===== src/design/pgm_pkg.sv =====
// ----------------------------------------------------------------------------
// pgm_pkg
// Shared types and constants for the pulse glitch merge and rate limit core.
// ----------------------------------------------------------------------------
package pgm_pkg;

  localparam int DUR_W      = 32;
  localparam int TIME_W     = 32;
  localparam int CFG_W      = 16;
  localparam int APB_DATA_W = 32;
  localparam int APB_ADDR_W = 3;
  localparam int IN_DATA_W  = 72;
  localparam int OUT_DATA_W = 40;
  localparam int QDEPTH     = 2;
  localparam int QPTR_W     = $clog2(QDEPTH);
  localparam int QCNT_W     = $clog2(QDEPTH + 1);

  localparam logic [CFG_W-1:0] GLITCH_THRESHOLD_RESET = CFG_W'(30);
  localparam logic [CFG_W-1:0] RATE_LIMIT_RESET       = CFG_W'(30);

  // Register indexes as decoded from paddr[2].
  typedef enum logic {
    REG_GLITCH_THRESHOLD = 1'b0,
    REG_RATE_LIMIT       = 1'b1
  } reg_idx_t;

  typedef enum logic {
    OP_PULSE   = 1'b0,
    OP_OVERRUN = 1'b1
  } op_t;

  typedef enum logic {
    KIND_PULSE   = 1'b0,
    KIND_OVERRUN = 1'b1
  } kind_t;

  // One classified item as it travels from the front part to the back part.
  typedef struct packed {
    op_t               op;
    logic              glitch;
    logic              level;
    logic [DUR_W-1:0]  duration;
    logic [TIME_W-1:0] now_ms;
  } item_t;

endpackage


===== src/design/pgm_front.sv =====
// ----------------------------------------------------------------------------
// pgm_front
// Holds the configuration registers behind the APB port and classifies each
// incoming item as an overrun marker, a glitch or an ordinary pulse.
// ----------------------------------------------------------------------------
module pgm_front (
  input  logic                           clk,
  input  logic                           rst,
  input  logic                           psel,
  input  logic                           penable,
  input  logic                           pwrite,
  input  logic [pgm_pkg::APB_ADDR_W-1:0] paddr,
  input  logic [pgm_pkg::APB_DATA_W-1:0] pwdata,
  output logic [pgm_pkg::APB_DATA_W-1:0] prdata,
  output logic                           pready,
  input  logic                           in_cmd,
  input  logic                           in_level,
  input  logic [pgm_pkg::DUR_W-1:0]      in_duration,
  input  logic [pgm_pkg::TIME_W-1:0]     in_now_ms,
  output pgm_pkg::item_t                 item,
  output logic [pgm_pkg::CFG_W-1:0]      rate_limit_ms
);
  import pgm_pkg::*;

  logic [CFG_W-1:0] glitch_threshold_us;
  logic             wr_en;
  reg_idx_t         wr_idx;

  assign pready = 1'b1;
  assign wr_en  = psel & penable & pwrite & pready;
  assign wr_idx = reg_idx_t'(paddr[2]);

  always_ff @(posedge clk) begin
    if (rst) begin
      glitch_threshold_us <= GLITCH_THRESHOLD_RESET;
      rate_limit_ms       <= RATE_LIMIT_RESET;
    end else if (wr_en) begin
      unique case (wr_idx)
        REG_GLITCH_THRESHOLD: glitch_threshold_us <= pwdata[CFG_W-1:0];
        REG_RATE_LIMIT:       rate_limit_ms       <= pwdata[CFG_W-1:0];
        default: ;
      endcase
    end
  end

  always_comb begin
    unique case (wr_idx)
      REG_GLITCH_THRESHOLD: prdata = APB_DATA_W'(glitch_threshold_us);
      REG_RATE_LIMIT:       prdata = APB_DATA_W'(rate_limit_ms);
      default:              prdata = '0;
    endcase
  end

  always_comb begin
    item.op       = op_t'(in_cmd);
    item.glitch   = in_duration < DUR_W'(glitch_threshold_us);
    item.level    = in_level;
    item.duration = in_duration;
    item.now_ms   = in_now_ms;
  end

endmodule


===== src/design/pgm_queue.sv =====
// ----------------------------------------------------------------------------
// pgm_queue
// Short first-in first-out queue of classified items between the front and
// the back part.
// ----------------------------------------------------------------------------
module pgm_queue (
  input  logic           clk,
  input  logic           rst,
  input  logic           push,
  input  pgm_pkg::item_t push_item,
  output logic           full,
  input  logic           pop,
  output logic           head_valid,
  output pgm_pkg::item_t head_item
);
  import pgm_pkg::*;

  item_t             mem [QDEPTH];
  logic [QPTR_W-1:0] wr_ptr;
  logic [QPTR_W-1:0] rd_ptr;
  logic [QCNT_W-1:0] count;

  assign full       = count == QCNT_W'(QDEPTH);
  assign head_valid = count != '0;
  assign head_item  = mem[rd_ptr];

  always_ff @(posedge clk) begin
    if (push && !full) begin
      mem[wr_ptr] <= push_item;
    end
  end

  always_ff @(posedge clk) begin
    if (rst) begin
      wr_ptr <= '0;
      rd_ptr <= '0;
      count  <= '0;
    end else begin
      if (push && !full) begin
        wr_ptr <= wr_ptr + 1'b1;
      end
      if (pop && head_valid) begin
        rd_ptr <= rd_ptr + 1'b1;
      end
      count <= count + QCNT_W'(push && !full) - QCNT_W'(pop && head_valid);
    end
  end

endmodule


===== src/design/pgm_back.sv =====
// ----------------------------------------------------------------------------
// pgm_back
// Keeps the pending pulse and the last emission time, merges or closes pulses
// and drives the registered result stream.
// ----------------------------------------------------------------------------
module pgm_back (
  input  logic                        clk,
  input  logic                        rst,
  input  logic                        head_valid,
  input  pgm_pkg::item_t              head_item,
  output logic                        pop,
  input  logic [pgm_pkg::CFG_W-1:0]   rate_limit_ms,
  output logic                        out_valid,
  input  logic                        out_ready,
  output logic                        out_kind,
  output logic                        out_level,
  output logic [pgm_pkg::DUR_W-1:0]   out_duration
);
  import pgm_pkg::*;

  logic               pending_level;
  logic [DUR_W-1:0]   pending_duration;
  logic [TIME_W-1:0]  last_emit_ms;

  logic               is_overrun;
  logic               merge;
  logic               emit;
  logic [DUR_W:0]     sum;
  logic [DUR_W-1:0]   merged_duration;
  logic [TIME_W-1:0]  elapsed;

  // The result register is free when empty or when its transfer happens now.
  assign pop        = head_valid && (!out_valid || out_ready);
  assign is_overrun = head_item.op == OP_OVERRUN;
  assign merge      = !is_overrun && (head_item.glitch || head_item.level == pending_level);
  assign sum        = {1'b0, pending_duration} + {1'b0, head_item.duration};
  assign merged_duration = sum[DUR_W] ? '1 : sum[DUR_W-1:0];
  assign elapsed    = head_item.now_ms - last_emit_ms;
  assign emit       = !is_overrun && !merge && elapsed >= TIME_W'(rate_limit_ms);

  always_ff @(posedge clk) begin
    if (rst) begin
      pending_level    <= 1'b0;
      pending_duration <= '0;
      last_emit_ms     <= '0;
    end else if (pop && !is_overrun) begin
      if (merge) begin
        pending_duration <= merged_duration;
      end else begin
        pending_level    <= head_item.level;
        pending_duration <= head_item.duration;
        if (emit) begin
          last_emit_ms <= head_item.now_ms;
        end
      end
    end
  end

  always_ff @(posedge clk) begin
    if (rst) begin
      out_valid <= 1'b0;
    end else if (pop) begin
      out_valid <= is_overrun || emit;
    end else if (out_ready) begin
      out_valid <= 1'b0;
    end
  end

  always_ff @(posedge clk) begin
    if (pop) begin
      if (is_overrun) begin
        out_kind     <= KIND_OVERRUN;
        out_level    <= 1'b0;
        out_duration <= '0;
      end else begin
        out_kind     <= KIND_PULSE;
        out_level    <= pending_level;
        out_duration <= pending_duration;
      end
    end
  end

  a_overrun_result : assert property (@(posedge clk) disable iff (rst)
    pop && is_overrun |=> out_valid && out_kind == KIND_OVERRUN && out_duration == '0)
    else $error("overrun marker did not produce an overrun notice");

  a_merge_keeps_level : assert property (@(posedge clk) disable iff (rst)
    pop && merge |=> $stable(pending_level) && $stable(last_emit_ms))
    else $error("merge changed the pending level or the emission time");

  a_merge_grows : assert property (@(posedge clk) disable iff (rst)
    pop && merge |=> pending_duration >= $past(pending_duration))
    else $error("merged duration shrank");

  a_emit_time : assert property (@(posedge clk) disable iff (rst)
    pop && emit |=> last_emit_ms == $past(head_item.now_ms) && out_valid)
    else $error("emission did not record its timestamp");

endmodule


===== src/design/pulse_glitch_merge_rate_limit_core.sv =====
// ----------------------------------------------------------------------------
// pulse_glitch_merge_rate_limit_core
// Pulse glitch filter: merges short or same-level pulses, emits closed pulses
// subject to a minimum gap in milliseconds, and forwards overrun notices.
// ----------------------------------------------------------------------------
// Path: an input transfer is written into the queue, and its result is
// registered in the result register when the back part pops the queue head.
// Throughput: one item per cycle while m_axis is not stalled, set by the merge/close step in
// the back part; a two-entry queue lets the input run while a result stalls.
// Reset (rst, synchronous) clears the pending pulse, the emission time, the
// queue and the result valid flag, and restores both thresholds to 30.
module pulse_glitch_merge_rate_limit_core (
  input  logic                            clk,
  input  logic                            rst,
  input  logic                            psel,
  input  logic                            penable,
  input  logic                            pwrite,
  input  logic [pgm_pkg::APB_ADDR_W-1:0]  paddr,
  input  logic [pgm_pkg::APB_DATA_W-1:0]  pwdata,
  output logic [pgm_pkg::APB_DATA_W-1:0]  prdata,
  output logic                            pready,
  input  logic                            s_axis_tvalid,
  output logic                            s_axis_tready,
  // [0] pulse_level, [32:1] pulse_duration_us, [64:33] now_ms, rest zero
  input  logic [pgm_pkg::IN_DATA_W-1:0]   s_axis_tdata,
  // [0] cmd
  input  logic                            s_axis_tuser,
  output logic                            m_axis_tvalid,
  input  logic                            m_axis_tready,
  // [0] out_level, [32:1] out_duration_us, rest zero
  output logic [pgm_pkg::OUT_DATA_W-1:0]  m_axis_tdata,
  // [0] kind
  output logic                            m_axis_tuser
);
  import pgm_pkg::*;

  item_t             front_item;
  item_t             head_item;
  logic              q_full;
  logic              head_valid;
  logic              pop;
  logic [CFG_W-1:0]  rate_limit_ms;
  logic              out_level;
  logic [DUR_W-1:0]  out_duration;

  assign s_axis_tready = !q_full;

  pgm_front u_front (
    .clk          (clk),
    .rst          (rst),
    .psel         (psel),
    .penable      (penable),
    .pwrite       (pwrite),
    .paddr        (paddr),
    .pwdata       (pwdata),
    .prdata       (prdata),
    .pready       (pready),
    .in_cmd       (s_axis_tuser),
    .in_level     (s_axis_tdata[0]),
    .in_duration  (s_axis_tdata[DUR_W:1]),
    .in_now_ms    (s_axis_tdata[DUR_W+TIME_W:DUR_W+1]),
    .item         (front_item),
    .rate_limit_ms(rate_limit_ms)
  );

  pgm_queue u_queue (
    .clk       (clk),
    .rst       (rst),
    .push      (s_axis_tvalid),
    .push_item (front_item),
    .full      (q_full),
    .pop       (pop),
    .head_valid(head_valid),
    .head_item (head_item)
  );

  pgm_back u_back (
    .clk          (clk),
    .rst          (rst),
    .head_valid   (head_valid),
    .head_item    (head_item),
    .pop          (pop),
    .rate_limit_ms(rate_limit_ms),
    .out_valid    (m_axis_tvalid),
    .out_ready    (m_axis_tready),
    .out_kind     (m_axis_tuser),
    .out_level    (out_level),
    .out_duration (out_duration)
  );

  assign m_axis_tdata = {(OUT_DATA_W - DUR_W - 1)'(0), out_duration, out_level};

endmodule

===== config.mk =====
export PLATFORM = sky130hd
export DESIGN_NAME = pulse_glitch_merge_rate_limit_core
export DESIGN_NICKNAME = d
export VERILOG_FILES = /design/src/design/pgm_pkg.sv /design/src/design/pgm_front.sv /design/src/design/pgm_queue.sv /design/src/design/pgm_back.sv /design/src/design/pulse_glitch_merge_rate_limit_core.sv
export SDC_FILE = /design/constraint.sdc
export NUM_CORES = 1
export LEC_CHECK = 0
export ABC_AREA = 1
export ABC_CLOCK_PERIOD_IN_PS = 8300
export BUFFER_PORTS_ARGS = -buffer_cell sky130_fd_sc_hd__buf_2
export CELL_PAD_IN_SITES_DETAIL_PLACEMENT = 0
export CELL_PAD_IN_SITES_GLOBAL_PLACEMENT = 1
export CORE_ASPECT_RATIO = 1.75
export CORE_MARGIN = 1.5
export CORE_UTILIZATION = 48
export CTS_BUF_LIST = sky130_fd_sc_hd__clkbuf_8
export CTS_CLUSTER_SIZE = 24
export DETAILED_ROUTE_END_ITERATION = 10
export GPL_ROUTABILITY_DRIVEN = 0
export GPL_TIMING_DRIVEN = 0
export PLACE_DENSITY = 0.86
export SLEW_MARGIN = 40
export SYNTH_ARGS = -nofsm -noshare
export SYNTH_HDL_FRONTEND = slang
export SYNTH_SLANG_ARGS = --single-unit

===== constraint.sdc =====
create_clock -name clk -period 8.3 [get_ports clk]
set_input_delay 0.83 -clock clk [delete_from_list [all_inputs] [get_ports clk]]
set_output_delay 0.83 -clock clk [all_outputs]
set_load 0.01 [all_outputs]

* After elaboration in Yosys (flattened, before gate mapping)
Memories as Yosys holds them, arrays and structs flattened. A register that Yosys moved wholly into a read port is not among the register bits.
Index checks and enable logic that the tools add are counted.
** Operators by class
- Add/sub/neg operators :: 6
- Magnitude comparators :: 2
- Eq/ne operators :: 2
- Muxes and demuxes :: 10
- Bitwise logic cells :: 4
- Reductions and logical operators :: 20
** Operator list (count)
- two-way mux 32 bit :: 2
- one-hot mux 32 bit (2 select lines) :: 1
- adder 32 x 32 -> 33 bit :: 1
- greater-or-equal comparator 32 x 16 -> 1 bit :: 1
- < comparator 32 x 16 -> 1 bit :: 1
- subtractor 32 bit :: 1
- logical AND 1 bit :: 7
- two-way mux 1 bit :: 7
- AND reduction 2 bit :: 3
- zero test 1 bit :: 4
- nonzero test 2 bit :: 2
- logical OR 1 bit :: 3
- AND reduction 3 bit :: 1
- adder 1 bit, second input constant :: 2
- adder 2 x 1 -> 2 bit :: 1
- AND 1 bit :: 2
- equality test 2 bit, second input constant :: 1
- inverter 1 bit :: 2
- subtractor 2 x 1 -> 2 bit :: 1
- equality test 1 bit :: 1
** Word-level totals
- Bits in registers :: 136
- Memory bits (writable) :: 134
- Input bits :: 115
- Word-level logic and storage cells :: 57
- Memories kept :: 1
** Memories
- u_queue.mem :: depth 2, width 67, rd ports 1, clocked after Yosys merged registers in 1, wr ports 1, line pgm_queue.sv:18 : item_t mem [QDEPTH];

* Longest topological paths before layout
Gate-level depths: netlist (run 1).
- Depth after elaboration :: 8
- Mapped depth :: 32

* Hierarchy
Synthesis (run 1) repeated with hierarchy kept, for this count alone.
** Unflattened totals
- Cells, all modules :: 2058
- Area, all modules :: 16936.2 sq um
** Modules (own cells, without submodules)
- pgm_back :: instances 1, cells an instance 1474, area each 9280.2 sq um
- pgm_queue :: instances 1, cells an instance 247, area each 5198.7 sq um
- pgm_front :: instances 1, cells an instance 327, area each 2389.8 sq um
- pulse_glitch_merge_rate_limit_core :: instances 1, cells an instance 10, area each 67.6 sq um

* Least setup slack after synthesis (run 1)
Ideal clock, no wire load.
- Kind :: input to register
- From :: input s_axis_tvalid
- To :: memory u_queue.mem[1][0] (netlist name), enable pin
- Library setup time :: 494 ps
- Arrival time :: 3740 ps
- Data required time :: 7806 ps
- Slack :: 4066 ps
- Stages :: 2
- Buffers on the path :: 0
- Cell sequence :: nand2_1 -> nor2_1
** Between the ends
- Word-level cells in the longest chain between the ends :: 3
** Ends and longest elaborated chain
- start: declaration :: line pulse_glitch_merge_rate_limit_core.sv:22 : input logic s_axis_tvalid,
- logical AND 1 bit :: line pgm_queue.sv:28 : if (push && !full) begin
- two-way mux 1 bit :: line pgm_queue.sv:28
- two-way mux 1 bit (implied by the code) :: line pgm_queue.sv:29 : mem[wr_ptr] <= push_item;
- end: declaration :: line pgm_queue.sv:18
Every way passes these cells.

==> impl_metrics.env, run 1 <==
export IMPL_final_hold_violation_count=0
export IMPL_reg2reg_slack_ns=3.42
export IMPL_worst_slew_pin_slew_ns=0.8011
export IMPL_leakagePower_nw=8.438
export IMPL_synthArstFlopShare_pct=0
export IMPL_cp_slowest_cell="o21ai_0"
export IMPL_layout_setup_ws_ns=3.418
export IMPL_cts_max_path_buffers=3
export IMPL_syn_to_final_growth_pct=14.47
export IMPL_route_detailed_drc=0
export IMPL_ir_drop_mv=0.2285
export IMPL_wl_per_cell_um=18.15
export IMPL_ys_flop_type="edfxtp_1"
export IMPL_slowest_delay_ns=0.56
export IMPL_synth_yosys_seq_area_share_pct=44.81
export IMPL_post_cts_buffers=0
export IMPL_grt_ovfl_total=0
export IMPL_maxCapViolations=0
export IMPL_finalClockSkew_ns=0.03803
export IMPL_dpl_worst_slack_ns=3.467
export IMPL_drt_wl_total_mm=48.84
export IMPL_post_route_util_pct=56.16
export IMPL_synthTopCellsByArea="edfxtp_1 (32%), dfxtp_1 (13%), nand2_1 (13%), ha_1 (7.7%), inv_1 (7.2%)"
export IMPL_clock_sinks=271
export IMPL_hold_depth=1
export IMPL_synth_enable_flop_cells=168
export IMPL_holdPathEnd="u_queue.mem[0][54]"
export IMPL_cts_buffers_inserted=41
export IMPL_critPathKind="flip-flop to flip-flop"
export IMPL_setup_viol=0
export IMPL_worstHoldStart="s_axis_tdata[23]"
export IMPL_cts_tree="yes"
export IMPL_synth_top_area_share_pct=31.81
export IMPL_fp_row_count=87
export IMPL_ctsHoldBuffers=0
export IMPL_chipWidth_um=140.4
export IMPL_grt_use_total_pct=29.06
export IMPL_report_final_slew_viol_count=0
export IMPL_place_hpwl_mm=40.15
export IMPL_dr_pass1_iters=5
export IMPL_grt_pass1_vias=14386
export IMPL_clk_pin_slew_worst_paths_ns=0.06
export IMPL_cp_required_ns=8.77
export IMPL_num_io_pins=191
export IMPL_yosysWarnings=0
export IMPL_grt_pass1_wl_mm=74.27
export IMPL_reg2regPathDepth=25
export IMPL_synth_seq_cells=271
export IMPL_setup_tns_final_ns=0
export IMPL_core_area_mm2=0.03233
export IMPL_fillCellCount=3137
export IMPL_drive_above_1_share_pct=12.54
export IMPL_synth_area_leader_cell="edfxtp_1"
export IMPL_avgSynthCellArea_um2=7.763
export IMPL_finish_instance_area_mm2=0.01815
export IMPL_hp_class="primary input to flip-flop"
export IMPL_max_freq_mhz=204.8
export IMPL_status="completed"
export IMPL_grt_max_degree=27
export IMPL_postSynthCellCount=2043
export IMPL_fp_dieArea_mm2=0.03418
export IMPL_r2r_end="u_back.last_emit_ms[25]"
export IMPL_yosysMostFrequentCell="nand2_1"
export IMPL_finalCriticalPeriod_ns=4.882
export IMPL_antenna_found_initial=1
export IMPL_yosysUniqueCellTypes=46
export IMPL_die_h_um=243.5
export IMPL_fin_hold_ws_ns=0.4322
export IMPL_ctsHtreeMaxLevel=2
export IMPL_vias=14008
export IMPL_drt_iter0_drc=629
export IMPL_cp_start_kind="flip-flop"
export IMPL_rsz0062_at_grt="false"
export IMPL_placed_area_mm2=0.01734
export IMPL_fin_crit_sh_pct=58.82
export IMPL_end_kind="flip-flop"
export IMPL_insertion_delay_ns=0.61
export IMPL_io_buffers=139
export IMPL_syn_area_mm2=0.01586
export IMPL_nets=2471
export IMPL_worstPathBufferInverterCount=5
export IMPL_cp_top_family="simple AND/OR/NAND/NOR gates"
export IMPL_crit_fanout=10
export IMPL_viasPerCell=5.207
export IMPL_power_density_mw_per_mm2=361.0
export IMPL_cts_root_buf="clkbuf_8"
export IMPL_synthTopCellsByCount="nand2_1 (534), inv_1 (306), nor2_1 (178)"
export IMPL_start_util_pct=49.06
export IMPL_slew_headroom_pct=46.23
export IMPL_post_cts_resized=0
export IMPL_cp_data_arrival_time_ns=5.35
export IMPL_postRouteAntennaNets=0
-- cell usage in the layout (no fill, tap or decap), types with 7 or more instances in the layout --
cell type    n
buf_4       26
xnor2_1      9
ha_1        98
clkbuf_8    48
a21oi_1    173
inv_1      323
conb_1      24
edfxtp_1   168
clkbuf_1    47
xor2_1      29
o21ai_0    132
buf_2      145
or2_2       32
nor2_1     176
nor3_1      11
a21o_1       7
a31oi_1     36
nand3_1     74
nand2_1    534
clkinv_1     7
nand4_1     14
dfxtp_1    103
-- final cells by class --
class	instances	area, um2	area share (%)
clock inverter	28	153.9	0.8477
buffer	86	450.4	2.481
tap	400	500.5	2.757
sequential	271	7107	39.15
timing repair buffer	148	873.3	4.810
inverter	313	1175	6.471
clock buffer	48	660.6	3.639
antenna	1	2.502	0.01378
multi-input combinational	1395	7232	39.83
-- state kept, by name (all words and copies together), names as in the netlist, named ones only --
register,cells
u_back.out_kind,1
u_queue.wr_ptr,1
u_queue.mem,134
u_front.glitch_threshold_us,16
u_back.out_duration,32
u_back.last_emit_ms,32
u_back.pending_level,1
u_back.out_valid,1
u_queue.count,2
u_back.pending_duration,32
u_back.out_level,1
u_front.rate_limit_ms,16
u_queue.rd_ptr,1
-- stage by stage --
step	power (W)	cells
global placement	0.005383	2604
detailed placement	0.005468	2613
global route	0.007112	2690
CTS	0.006574	2689
finish	0.006554	2690
floorplan	0.004334	2065
-- layer usage --
layer	vias to the layer above	part of all wire (%)	global-route usage (%)
li1	7022	-	-
met1	6299	30	22.67
met2	449	54	57.27
met3	238	3.9	4.206
met4	0	12	29.97
met5	-	0	0
-- power by group --
group / switching, W / internal [W]
registers: 0.000118 / 0.00175
clock network: 0.000535 / 0.000561
logic: 0.00240 / 0.00118
-- worst max-delay path by stage --
stage	to	slack, ns	depth (start not counted)
final	u_back.last_emit_ms[25]	3.42	25
after global routing	u_back.last_emit_ms[25]	2.96	25
after CTS	u_back.last_emit_ms[25]	3.44	24
after detailed placement	u_back.last_emit_ms[25]	3.47	26
after global placement	u_queue.mem[1][52]	2.30	3
after floorplan	u_queue.mem[1][0]	4.07	2
-- cells by family after synthesis --
family                     after synthesis  synth area share (%)
AOI/OAI and AO/OA                      366                 12.24
DFF                                    271                 44.81
adders and majority gates              100                 7.984
and+or+nand+nor                        863                 22.29
xor gates and xnor gates                38                 2.098
buffers and inverters                  399                 10.25
other                                    2               0.04735
muxes                                    4                0.2761
Note: power is estimated with default switching activity, not from simulation.
==> run 2, diff against run 1 <==
--- a/config.mk
+++ b/config.mk
@@ -6,19 +6,19 @@
 export NUM_CORES = 1
 export LEC_CHECK = 0
 export ABC_AREA = 1
-export ABC_CLOCK_PERIOD_IN_PS = 8300
+export ABC_CLOCK_PERIOD_IN_PS = 4600
 export BUFFER_PORTS_ARGS = -buffer_cell sky130_fd_sc_hd__buf_2
 export CELL_PAD_IN_SITES_DETAIL_PLACEMENT = 0
 export CELL_PAD_IN_SITES_GLOBAL_PLACEMENT = 1
 export CORE_ASPECT_RATIO = 1.75
 export CORE_MARGIN = 1.5
-export CORE_UTILIZATION = 48
+export CORE_UTILIZATION = 45
 export CTS_BUF_LIST = sky130_fd_sc_hd__clkbuf_8
 export CTS_CLUSTER_SIZE = 24
 export DETAILED_ROUTE_END_ITERATION = 10
 export GPL_ROUTABILITY_DRIVEN = 0
 export GPL_TIMING_DRIVEN = 0
-export PLACE_DENSITY = 0.86
+export PLACE_DENSITY = 0.81
 export SLEW_MARGIN = 40
 export SYNTH_ARGS = -nofsm -noshare
 export SYNTH_HDL_FRONTEND = slang
==> constraint.sdc (replaced) <==
create_clock -name clk -period 4.6 [get_ports clk]
set_input_delay 0.46 -clock clk [delete_from_list [all_inputs] [get_ports clk]]
set_output_delay 0.46 -clock clk [all_outputs]
set_load 0.01 [all_outputs]
==> impl_metrics.env, run 2 (synthesized netlist as in run 1, its figures left out) <==
export IMPL_cp_data_arrival_time_ns=4.80
export IMPL_route_detailed_drc=0
export IMPL_cts_root_buf="clkbuf_8"
export IMPL_end_kind="flip-flop"
export IMPL_cp_top_family="simple AND/OR/NAND/NOR gates"
export IMPL_power_density_mw_per_mm2=651.8
export IMPL_slew_headroom_pct=44.00
export IMPL_io_buffers=139
export IMPL_clk_pin_slew_worst_paths_ns=0.07
export IMPL_hold_depth=1
export IMPL_core_area_mm2=0.03457
export IMPL_cts_buffers_inserted=41
export IMPL_setup_viol=0
export IMPL_grt_max_degree=40
export IMPL_dr_pass1_iters=5
export IMPL_critical_path_cell_count=26
export IMPL_reg2reg_slack_ns=0.28
export IMPL_p_total_w=0.01202
export IMPL_slowest_delay_ns=0.40
export IMPL_postRouteAntennaNets=0
export IMPL_num_io_pins=191
export IMPL_fp_dieArea_mm2=0.03642
export IMPL_worstPathBufferInverterCount=5
export IMPL_finalClockSkew_ns=0.02890
export IMPL_fp_row_count=90
export IMPL_cp_slowest_cell="ha_2"
export IMPL_finalNonFillerCells=2753
export IMPL_chipWidth_um=144.9
export IMPL_layout_commonest_cell="nand2_1"
export IMPL_top_register="u_queue.mem"
export IMPL_status="completed"
export IMPL_cp_required_ns=5.08
export IMPL_wl_per_cell_um=18.10
export IMPL_cts_max_path_buffers=3
export IMPL_ir_drop_mv=0.3245
export IMPL_multiInputGateArea_mm2=0.007431
export IMPL_leakagePower_nw=8.464
export IMPL_reg2regPathDepth=26
export IMPL_cts_tree="yes"
export IMPL_vias=14013
export IMPL_critPathKind="flip-flop to flip-flop"
export IMPL_viasPerCell=5.090
export IMPL_finalCriticalPeriod_ns=4.317
export IMPL_antenna_found_initial=0
export IMPL_clock_sinks=271
export IMPL_final_hold_violation_count=0
export IMPL_drive_above_1_share_pct=14.22
export IMPL_fillCellCount=3409
export IMPL_start_util_pct=45.88
export IMPL_ctsHtreeMaxLevel=2
export IMPL_cp_start_kind="flip-flop"
export IMPL_crit_fanout=10
export IMPL_cpMostUsedCell="nand2_1"
export IMPL_grt_pass1_vias=13938
export IMPL_grt_ovfl_total=0
export IMPL_ctsHoldBuffers=0
export IMPL_nets=2474
export IMPL_largest_reg_flops=134
export IMPL_syn_to_final_growth_pct=16.25
export IMPL_maxCapViolations=0
export IMPL_post_place_cells=2672
export IMPL_rsz0062_at_grt="false"
export IMPL_max_freq_mhz=231.6
export IMPL_hp_class="primary input to flip-flop"
export IMPL_seq_area_mm2=0.007107
export IMPL_grt_use_total_pct=27.16
export IMPL_insertion_delay_ns=0.59
export IMPL_place_hpwl_mm=40.60
export IMPL_drt_wl_total_mm=49.82
export IMPL_worst_slew_pin_slew_ns=0.8312
export IMPL_die_h_um=251.4
export IMPL_final_cell_mix="nand2_1 (530), inv_1 (317), nor2_1 (173), a21oi_1 (172), edfxtp_1 (168)"
export IMPL_grt_pass1_wl_mm=74.51
export IMPL_report_final_slew_viol_count=0
export IMPL_drt_iter0_drc=543
export IMPL_fin_crit_sh_pct=93.86
[run 2: changes by cell type in the layout (fill, tap and decap cells not counted), sizes merged]
| cell | delta |
|---|---|
| nand2 | +1 |
| clkinv | +7 |
| clkbuf | -3 |
| buf | +2 |
| inv | -3 |
| clkinvlp | -1 |
[run 2: worst register-to-register path: cells and delay by family, from the launching register on]
kind / cells / cell delay [ns]
buf+inv: 5 / 0.75
xor+xnor: 1 / 0.17
compound gates: 3 / 0.41
flops: 1 / 0.31
fa+ha+maj: 2 / 0.67
simple gates: 15 / 1.92
[run 2: final cells by class]
type | instances | share of cell area (%)
clock buffer | 45 | 3.359
multi-input combinational | 1396 | 40.30
tap | 460 | 3.122
clock inverter | 31 | 0.9365
timing repair buffer | 150 | 4.750
buffer | 86 | 2.572
antenna | 1 | 0.01357
sequential | 271 | 38.55
inverter | 313 | 6.399
[run 2: timing repair]
action / CTS / global route
endpoints found under the hold margin: 0 / 0
setup buffers: 1 / 2
pin swaps: 1 / 1
endpoints found under the setup margin: 33 / 33
cloned: 0 / 1
resized for setup: 26 / 46
[run 2: power breakdown]
group          leakage, nW  internal (W)  total [W]  switching, W
sequential            2.43       0.00317    0.00338      0.000215
clock                0.455      0.000971    0.00194      0.000972
combinational         5.58       0.00226    0.00669       0.00443
total                 8.46       0.00640     0.0120       0.00562
[run 2: final timing paths]
| path | start | to |
|---|---|---|
| setup / recovery | flip-flop | u_back.last_emit_ms[5] |
| hold / removal | s_axis_tdata[55] | u_queue.mem[1][22] |
| setup reg to reg | flip-flop | u_back.last_emit_ms[5] |
| hold reg to reg | u_queue.rd_ptr | flip-flop |
[run 2: metrics by stage]
stage	TNS (ns)	area, um2	worst slack (ns)	util, %	hold WS [ns]
2_1_floorplan	0	15940	0.7126	-	0.4257
3_3_place_gp	-156.10	17210	-1.145	49.79	0.4338
3_5_place_dp	-6.191	17400	-0.2434	50.32	0.4559
4_1_cts	0	18250	0.01704	52.78	0.02433
5_1_grt	0	18440	0.0002576	53.33	0.04434
6_report	0	18440	0.2825	53.33	0.05660
[run 2: per-layer routing]
metal	vias up	global-route usage (%)	share of wire (%)
li1	7033	-	-
met1	6388	22.01	31
met2	411	56.81	57
met3	181	3.394	4.0
met4	0	20.82	8.0
met5	-	0	0
